==> config.mk <==
export PLATFORM = sky130hd
export DESIGN_NAME = touch_gesture_classifier
export DESIGN_NICKNAME = d
export VERILOG_FILES = /design/src/design/tgc_pkg.sv /design/src/design/touch_gesture_classifier.sv /design/src/design/tgc_out_stage.sv
export SDC_FILE = /design/constraint.sdc
export NUM_CORES = 2
export LEC_CHECK = 0
export BUFFER_PORTS_ARGS = -buffer_cell sky130_fd_sc_hd__buf_2
export CAP_MARGIN = 0
export CORE_MARGIN = 2
export CORE_UTILIZATION = 45
export CTS_BUF_LIST = sky130_fd_sc_hd__clkbuf_2
export CTS_CLUSTER_SIZE = 10
export DETAILED_ROUTE_END_ITERATION = 7
export PLACE_DENSITY = 0.63
export SLEW_MARGIN = 0
export SYNTH_ARGS = -nofsm -noshare
export SYNTH_HDL_FRONTEND = slang
export SYNTH_HIERARCHICAL = 1
export SYNTH_SLANG_ARGS = --single-unit
==> constraint.sdc <==
create_clock -name clk -period 15.45 [get_ports clk]
set_clock_uncertainty 0.1 [all_clocks]
set_input_delay 3.09 -clock clk [delete_from_list [all_inputs] [get_ports clk]]
set_output_delay 3.09 -clock clk [all_outputs]
set_load 0.005 [all_outputs]
==> src/design/tgc_pkg.sv <==
// Shared types and constants of the touch gesture classifier.
`default_nettype none

package tgc_pkg;

	// Button count limits and reset values of the timing registers
	localparam int unsigned NUM_BUTTONS = 16;
	localparam logic [15:0] CLICK_WINDOW_RESET = 16'd250;
	localparam logic [15:0] LONG_TOUCH_RESET = 16'd1250;
	localparam logic [15:0] POSITIONING_RESET = 16'd3000;

	// Click counter codes
	localparam logic [7:0] POS_MARK = 8'd255;
	localparam logic [7:0] COUNT_MAX = 8'd254;

	// Input item kinds
	localparam logic MODE_SAMPLE = 1'b0;
	localparam logic MODE_CHECK = 1'b1;

	// Configuration register indexes
	localparam logic [2:0] REG_CLICK_WINDOW = 3'd0;
	localparam logic [2:0] REG_LONG_TOUCH = 3'd1;
	localparam logic [2:0] REG_POSITIONING = 3'd2;
	localparam logic [2:0] REG_MULTI_CLICK_EN = 3'd3;
	localparam logic [2:0] REG_POSITIONING_EN = 3'd4;

	typedef enum logic [1:0] {
		EV_CLICK,
		EV_LONG,
		EV_POS_START,
		EV_POS_STOP
	} tgc_event_t;

	// One event as it leaves the block, minus the last flag
	typedef struct packed {
		logic [3:0] button;
		tgc_event_t code;
		logic [7:0] count;
	} tgc_ev_t;

	// Scanner to output stage
	typedef struct packed {
		logic push;
		logic flush;
		tgc_ev_t ev;
	} tgc_stage_req_t;

	// Output stage to scanner
	typedef struct packed {
		logic ready;
		logic held;
	} tgc_stage_stat_t;

endpackage

`default_nettype wire

==> src/design/touch_gesture_classifier.sv <==
// Top level of the touch gesture classifier: button scanner and configuration registers.
//
// Turns touch activity on up to BUTTONS buttons into click, multi-click, long touch and
// positioning events. A sample transaction (mode 0) carries the button word and the time;
// a check transaction (mode 1) scans pending buttons against the timing registers. The
// block takes one transaction at a time: in_stall stays high until its last event has
// been handed to the output register. One 32-bit time subtractor is shared by every
// button and visited once per button for a sample and twice per button for a check;
// the scan also waits while the output is stalled and a second event is pending.
// Events come out in button order; the final event of a transaction carries last.
// Configuration writes are accepted every cycle.
`default_nettype none

module touch_gesture_classifier
	import tgc_pkg::*;
#(
	parameter int unsigned BUTTONS = NUM_BUTTONS
) (
	input  wire logic        clk,
	input  wire logic        arst_n,
	// input transactions
	input  wire logic        in_valid,
	output logic             in_stall,
	input  wire logic        mode,
	input  wire logic [15:0] buttons,
	input  wire logic [31:0] now_ms,
	// events
	output logic             out_valid,
	input  wire logic        out_stall,
	output logic [3:0]       button,
	output logic [1:0]       event_res,
	output logic [7:0]       count,
	output logic             last,
	// configuration writes
	input  wire logic        cfg_valid,
	output logic             cfg_ready,
	input  wire logic [2:0]  cfg_index,
	input  wire logic [15:0] cfg_data
);

	localparam int unsigned IDX_W = (BUTTONS > 1) ? $clog2(BUTTONS) : 1;
	localparam logic [IDX_W-1:0] LAST_IDX = IDX_W'(BUTTONS - 1);

	typedef enum logic [1:0] {
		S_IDLE,
		S_PRESS,
		S_DECIDE,
		S_FLUSH
	} state_t;

	state_t state_q;

	// configuration
	logic [15:0]        click_window_q;
	logic [15:0]        long_touch_q;
	logic [15:0]        positioning_q;
	logic [BUTTONS-1:0] multi_click_en_q;
	logic [BUTTONS-1:0] positioning_en_q;

	// latched transaction
	logic               mode_q;
	logic [BUTTONS-1:0] btn_q;
	logic [31:0]        now_q;

	// per-button state
	logic [BUTTONS-1:0] prev_q;
	logic [31:0]        press_time_q [BUTTONS];
	logic [31:0]        rel_time_q [BUTTONS];
	logic [7:0]         cc_q [BUTTONS];
	logic [BUTTONS-1:0] rv_q;
	logic [BUTTONS-1:0] pend_q;

	logic [IDX_W-1:0]   idx_q;
	logic [31:0]        dp_q;

	// shared time unit and decision
	logic [31:0]        opnd;
	logic [31:0]        diff;
	logic [7:0]         cc_cur;
	logic [7:0]         cc_tmp;
	logic [7:0]         cc_n;
	logic               rv_n;
	logic               pend_n;
	logic               pt_we;
	logic [31:0]        pt_d;
	logic               rt_we;
	logic [31:0]        rt_d;
	logic               ev_fire;
	tgc_ev_t            ev_d;
	logic               adv;

	tgc_stage_req_t     st_req;
	tgc_stage_stat_t    st_stat;

	assign cfg_ready = 1'b1;
	assign in_stall = (state_q != S_IDLE);

	// Configuration registers
	always_ff @(posedge clk or negedge arst_n) begin
		if (!arst_n) begin
			click_window_q <= CLICK_WINDOW_RESET;
			long_touch_q <= LONG_TOUCH_RESET;
			positioning_q <= POSITIONING_RESET;
			multi_click_en_q <= '0;
			positioning_en_q <= '0;
		end else if (cfg_valid && cfg_ready) begin
			unique case (cfg_index)
				REG_CLICK_WINDOW: click_window_q <= cfg_data;
				REG_LONG_TOUCH: long_touch_q <= cfg_data;
				REG_POSITIONING: positioning_q <= cfg_data;
				REG_MULTI_CLICK_EN: multi_click_en_q <= cfg_data[BUTTONS-1:0];
				REG_POSITIONING_EN: positioning_en_q <= cfg_data[BUTTONS-1:0];
				default: ;
			endcase
		end
	end

	// Shared subtractor: press age in S_PRESS, release age in S_DECIDE
	assign opnd = (state_q == S_DECIDE) ? rel_time_q[idx_q] : press_time_q[idx_q];
	assign diff = now_q - opnd;
	assign cc_cur = cc_q[idx_q];

	// Per-button decision
	always_comb begin
		cc_tmp = cc_cur;
		cc_n = cc_cur;
		rv_n = rv_q[idx_q];
		pend_n = pend_q[idx_q];
		pt_we = 1'b0;
		pt_d = now_q;
		rt_we = 1'b0;
		rt_d = now_q;
		ev_fire = 1'b0;
		ev_d.button = 4'(idx_q);
		ev_d.code = EV_CLICK;
		ev_d.count = 8'd1;
		if (mode_q == MODE_SAMPLE) begin
			if (btn_q[idx_q] != prev_q[idx_q]) begin
				if (btn_q[idx_q]) begin
					// press: continue a multi-click or start over
					if (rv_q[idx_q] && (diff <= {16'd0, click_window_q})) begin
						cc_n = (cc_cur < COUNT_MAX) ? 8'(cc_cur + 8'd1) : COUNT_MAX;
						rv_n = 1'b0;
					end else begin
						cc_n = 8'd1;
					end
					pt_we = 1'b1;
					pend_n = 1'b1;
				end else begin
					// release: end positioning, or else record the release time of a counted press
					if (cc_cur == POS_MARK) begin
						ev_fire = 1'b1;
						ev_d.code = EV_POS_STOP;
						cc_tmp = 8'd0;
					end
					cc_n = cc_tmp;
					if (cc_tmp != 8'd0) begin
						rt_we = 1'b1;
						rv_n = 1'b1;
						pend_n = 1'b1;
					end
				end
			end
		end else if (pend_q[idx_q]) begin
			if (positioning_en_q[idx_q] && (dp_q >= {16'd0, positioning_q})) begin
				ev_fire = 1'b1;
				ev_d.code = EV_POS_START;
				pt_we = 1'b1;
				pt_d = '0;
				rt_we = 1'b1;
				rt_d = '0;
				rv_n = 1'b0;
				cc_n = POS_MARK;
				pend_n = 1'b0;
			end else if (dp_q >= {16'd0, long_touch_q}) begin
				ev_fire = 1'b1;
				ev_d.code = EV_LONG;
				pt_we = 1'b1;
				pt_d = '0;
				rt_we = 1'b1;
				rt_d = '0;
				rv_n = 1'b0;
				cc_n = 8'd0;
				pend_n = 1'b0;
			end else if (rv_q[idx_q] &&
				((diff >= {16'd0, click_window_q}) || !multi_click_en_q[idx_q])) begin
				ev_fire = 1'b1;
				ev_d.code = EV_CLICK;
				ev_d.count = cc_cur;
				pt_we = 1'b1;
				pt_d = '0;
				rt_we = 1'b1;
				rt_d = '0;
				rv_n = 1'b0;
				cc_n = 8'd0;
				pend_n = 1'b0;
			end
		end
	end

	// A button step completes unless its event must wait for the output stage
	assign adv = (state_q == S_DECIDE) && (!ev_fire || st_stat.ready);

	assign st_req.push = (state_q == S_DECIDE) && ev_fire;
	assign st_req.flush = (state_q == S_FLUSH);
	assign st_req.ev = ev_d;

	// Sequencer and control state
	always_ff @(posedge clk or negedge arst_n) begin
		if (!arst_n) begin
			state_q <= S_IDLE;
			idx_q <= '0;
			prev_q <= '0;
			rv_q <= '0;
			pend_q <= '0;
			for (int i = 0; i < int'(BUTTONS); i++) begin
				cc_q[i] <= 8'd0;
			end
		end else begin
			unique case (state_q)
				S_IDLE: begin
					if (in_valid) begin
						mode_q <= mode;
						btn_q <= buttons[BUTTONS-1:0];
						now_q <= now_ms;
						idx_q <= '0;
						state_q <= (mode == MODE_CHECK) ? S_PRESS : S_DECIDE;
					end
				end
				S_PRESS: begin
					dp_q <= diff;
					state_q <= S_DECIDE;
				end
				S_DECIDE: begin
					if (adv) begin
						cc_q[idx_q] <= cc_n;
						rv_q[idx_q] <= rv_n;
						pend_q[idx_q] <= pend_n;
						if (idx_q == LAST_IDX) begin
							state_q <= S_FLUSH;
						end else begin
							idx_q <= idx_q + 1'b1;
							state_q <= (mode_q == MODE_CHECK) ? S_PRESS : S_DECIDE;
						end
					end
				end
				S_FLUSH: begin
					if (st_stat.ready) begin
						if (mode_q == MODE_SAMPLE) begin
							prev_q <= btn_q;
						end
						state_q <= S_IDLE;
					end
				end
				default: state_q <= S_IDLE;
			endcase
		end
	end

	// Timestamps are only read after being written
	always_ff @(posedge clk) begin
		if (adv && pt_we) begin
			press_time_q[idx_q] <= pt_d;
		end
		if (adv && rt_we) begin
			rel_time_q[idx_q] <= rt_d;
		end
	end

	tgc_out_stage u_out_stage (
		.clk       (clk),
		.arst_n    (arst_n),
		.req       (st_req),
		.stat      (st_stat),
		.out_valid (out_valid),
		.out_stall (out_stall),
		.button    (button),
		.event_res (event_res),
		.count     (count),
		.last      (last)
	);

	// Checks
	a_busy_after_accept: assert property (@(posedge clk) disable iff (!arst_n)
		in_valid && !in_stall |=> in_stall)
		else $error("transaction accepted but input not stalled next cycle");

	a_pending_count: assert property (@(posedge clk) disable iff (!arst_n)
		(pend_q[idx_q] || rv_q[idx_q]) |-> (cc_q[idx_q] != 8'd0 && cc_q[idx_q] != POS_MARK))
		else $error("pending or released button without a click count");

	a_idle_empty: assert property (@(posedge clk) disable iff (!arst_n)
		state_q == S_IDLE |-> !st_stat.held)
		else $error("event left in hold register after transaction end");

endmodule

`default_nettype wire

==> src/design/tgc_out_stage.sv <==
// Output staging: holds the newest event until it is known whether it is the last one.
`default_nettype none

module tgc_out_stage
	import tgc_pkg::*;
(
	input  wire logic            clk,
	input  wire logic            arst_n,
	input  wire tgc_stage_req_t  req,
	output tgc_stage_stat_t      stat,
	output logic                 out_valid,
	input  wire logic            out_stall,
	output logic [3:0]           button,
	output logic [1:0]           event_res,
	output logic [7:0]           count,
	output logic                 last
);

	logic    hold_v_q;
	tgc_ev_t hold_q;
	logic    out_valid_q;
	tgc_ev_t out_q;
	logic    last_q;
	logic    out_free;

	// Output register frees up at this edge if empty or being taken
	assign out_free = !out_valid_q || !out_stall;
	assign stat.ready = !hold_v_q || out_free;
	assign stat.held = hold_v_q;

	// Hold and output registers
	always_ff @(posedge clk or negedge arst_n) begin
		if (!arst_n) begin
			hold_v_q <= 1'b0;
			out_valid_q <= 1'b0;
		end else if (req.push && stat.ready) begin
			// a newer event proves the held one is not the last
			if (hold_v_q) begin
				out_q <= hold_q;
				last_q <= 1'b0;
				out_valid_q <= 1'b1;
			end else if (out_free) begin
				out_valid_q <= 1'b0;
			end
			hold_q <= req.ev;
			hold_v_q <= 1'b1;
		end else if (req.flush && hold_v_q && out_free) begin
			out_q <= hold_q;
			last_q <= 1'b1;
			out_valid_q <= 1'b1;
			hold_v_q <= 1'b0;
		end else if (out_free) begin
			out_valid_q <= 1'b0;
		end
	end

	assign out_valid = out_valid_q;
	assign button = out_q.button;
	assign event_res = out_q.code;
	assign count = out_q.count;
	assign last = last_q;

endmodule

`default_nettype wire
==> metrics.txt <==
M1 GR Usage 31.0%; vias after detailed routing 31435; detailed router's first-iteration violation count 3216; CTS Root Cell clkbuf_2; Comb pwr share 41.7%; Wirelength per Cell 27.3 um; cell area power density 202 nW/um^2; most common cell after layout, fill and taps aside edfxtp_1; net switching fraction of the power 38.6%; Ys Warns 6; cell depth of the worst flop-to-flop path 26; half-perimeter wire length of the detailed placement result 87.1 mm; overall die width 364 um; antenna violations before repair 8; number of clock buffers inserted by TritonCTS 366; Tcrit/Tclk final 65.7%; count of unresolved DRC violations after routing 0; latest clock arrival within the worst-skew pair 1.65 ns; drt first pass iters 8; antenna-violating nets left 0; area growth from synthesis to layout 10.0%; mean area per synthesized cell 19.3 um^2; switching power of the nets 5000 uW; layout cells sized above 1 39.2%; startpoint of the lowest-slack register-to-register path idx_q[0]; total wire length after detailed routing 146 mm; post-synthesis instance area 58200 um^2; post-CTS setup buffers 0; PnR Total Power 13000 uW; clock tree sinks 1398; Global Route met3 Usage 4.67%; nature of the critical path startpoint register; Final Cell Area 64000 um^2; number of placed I/O pins 91; endpoint arrival time on the critical path 11.27 ns; Worst path slowest cell dfrtp_4; Max Root-Sink Buffers 4; Via-to-Cell Ratio 5.86; worst hold slack after final layout 0.296 ns; Worst Hold End u_out_stage/count[2]; post-cts sizing count 0; largest net degree at the start of global routing 95; max-slew violations 0; placed inst area 61100 um^2; Initial Util 45.5%; transition time at the pin with the least slew margin 1.31 ns; maximum single-stage delay on the critical path 0.97 ns; class of the tightest hold or removal check reg2reg; synthesized instance count 3022; run status finished, final reports clean; Clk pwr share 18.2%; Net Count, Synth 3182; cell leakage power 0.0226 uW; Worst setup EP type register; port bufs 89; worst r2r dst rel_time_q[1][19]; GRT Util Overall 22.3%; clk slew on worst S/H paths 0.12 ns; GR Util met2 35.2%; most used routing layer in global routing met2; RSZ-0062 raised after global routing no; highest-count cells in the layout ignoring fill and taps 1134 x edfxtp_1, 538 x clkbuf_2, 388 x mux4_2; Max Clk Rate 0.0985 GHz; max-capacitance violation count 0; final number of setup-violating endpoints 0; final total negative setup slack 0 ns; Hold Crit Start u_out_stage/hold_q[2]; gr ovfl total 0; number of cells on the worst hold path 0; post-cts hold buffer count 0; first-pass GRT wire length 214 mm; post-place setup slack 5.19 ns; Die Outline Area 132000 um^2; setup slack, reg-to-reg 5.29 ns; net total in the final layout 3560; fin worst setup slack 5.29 ns; worst-case headroom to the max-slew limit 12.5%; number of global-route vias before repair 32483; data required time at the worst endpoint 16.57 ns; portion of total power attributed to sequential cells 40.1%; row count 131; Max VDD drop 152 uV; TritonCTS clock tree done; height of the die 364 um; Final Wtd Congestion 0.860; Final Hold Vio Count 0; Worst Path Class, Setup reg2reg; # H-tree levels 5; final critical-path required period 10.16 ns; maximum fanout along the worst path 82; internal power component 7960 uW; Floorplan Core Area 128000 um^2
==> worst max path at each step <==
| stage | slack, ns | depth (start not counted) | endpoint | startpoint |
|---|---|---|---|---|
| after floorplan | 4.25 | 31 | press_time_q[11][0] | idx_q[0] |
| after global placement | 5.25 | 26 | press_time_q[9][3] | idx_q[0] |
| after detailed placement | 5.19 | 26 | rel_time_q[1][12] | idx_q[0] |
| after CTS | 5.15 | 26 | rel_time_q[1][2] | idx_q[0] |
| after global routing | 4.58 | 26 | rel_time_q[7][16] | idx_q[0] |
| final | 5.29 | 26 | rel_time_q[1][19] | idx_q[0] |
==> area by class of cell <==
class	count	area, um^2
Clock buffer	538	2690
Tap cell	1729	2160
Sequential cell	1398	40700
Inverter	77	289
Clock inverter	56	249
Fill cell	10527	64000
Antenna cell	7	17.5
Timing Repair Buffer	180	1180
Multi-Input combinational cell	1377	16700
==> metal layers <==
layer  vias to the layer above  share of wire [%]  wire [um]
met5                         -                  0          0
met4                         0                2.8       4160
met3                       316                8.2      11900
met2                      1534                 48      69900
met1                     16451                 41      60500
li1                      13134                  -          -
==> state kept, by name, indices dropped and copies added, names as in the netlist, 32 cells and up <==
signal and flops:
press_time_q 512, dp_q 32, cc_q 128, rel_time_q 512, now_q 32
==> per-stage QoR <==
step           instances  utilization (%)
3_3_place_gp        4761             47.7
4_1_cts             5355             50.0
6_report            5362             50.0
5_1_grt             5362             50.0
2_1_floorplan       3022                -
3_5_place_dp        4761             47.7
==> worst max-delay path: cells and delay by family (launching register included) <==
| kind | cells | cell delay [ns] |
|---|---|---|
| AND/OR/NAND/NOR | 9 | 2.46 |
| AO/OA/AOI/OAI | 8 | 2.26 |
| buffers and inverters | 4 | 1.76 |
| multiplexers | 2 | 1.09 |
| flip-flops | 1 | 0.97 |
| adder cells (fa/ha/maj) | 2 | 0.67 |
| XOR/XNOR | 1 | 0.21 |
==> power groups by stage <==
stage               sequential [uW]  combinational [uW]  clock (uW)
finish                         5190                5410        2360
global route                   5240                5780        2630
CTS                            5190                5390        2450
detailed placement             5280                5370           0
global placement               5250                5270           0
floorplan                      5090                3710           0
Power figures use the tool's default switching activity.
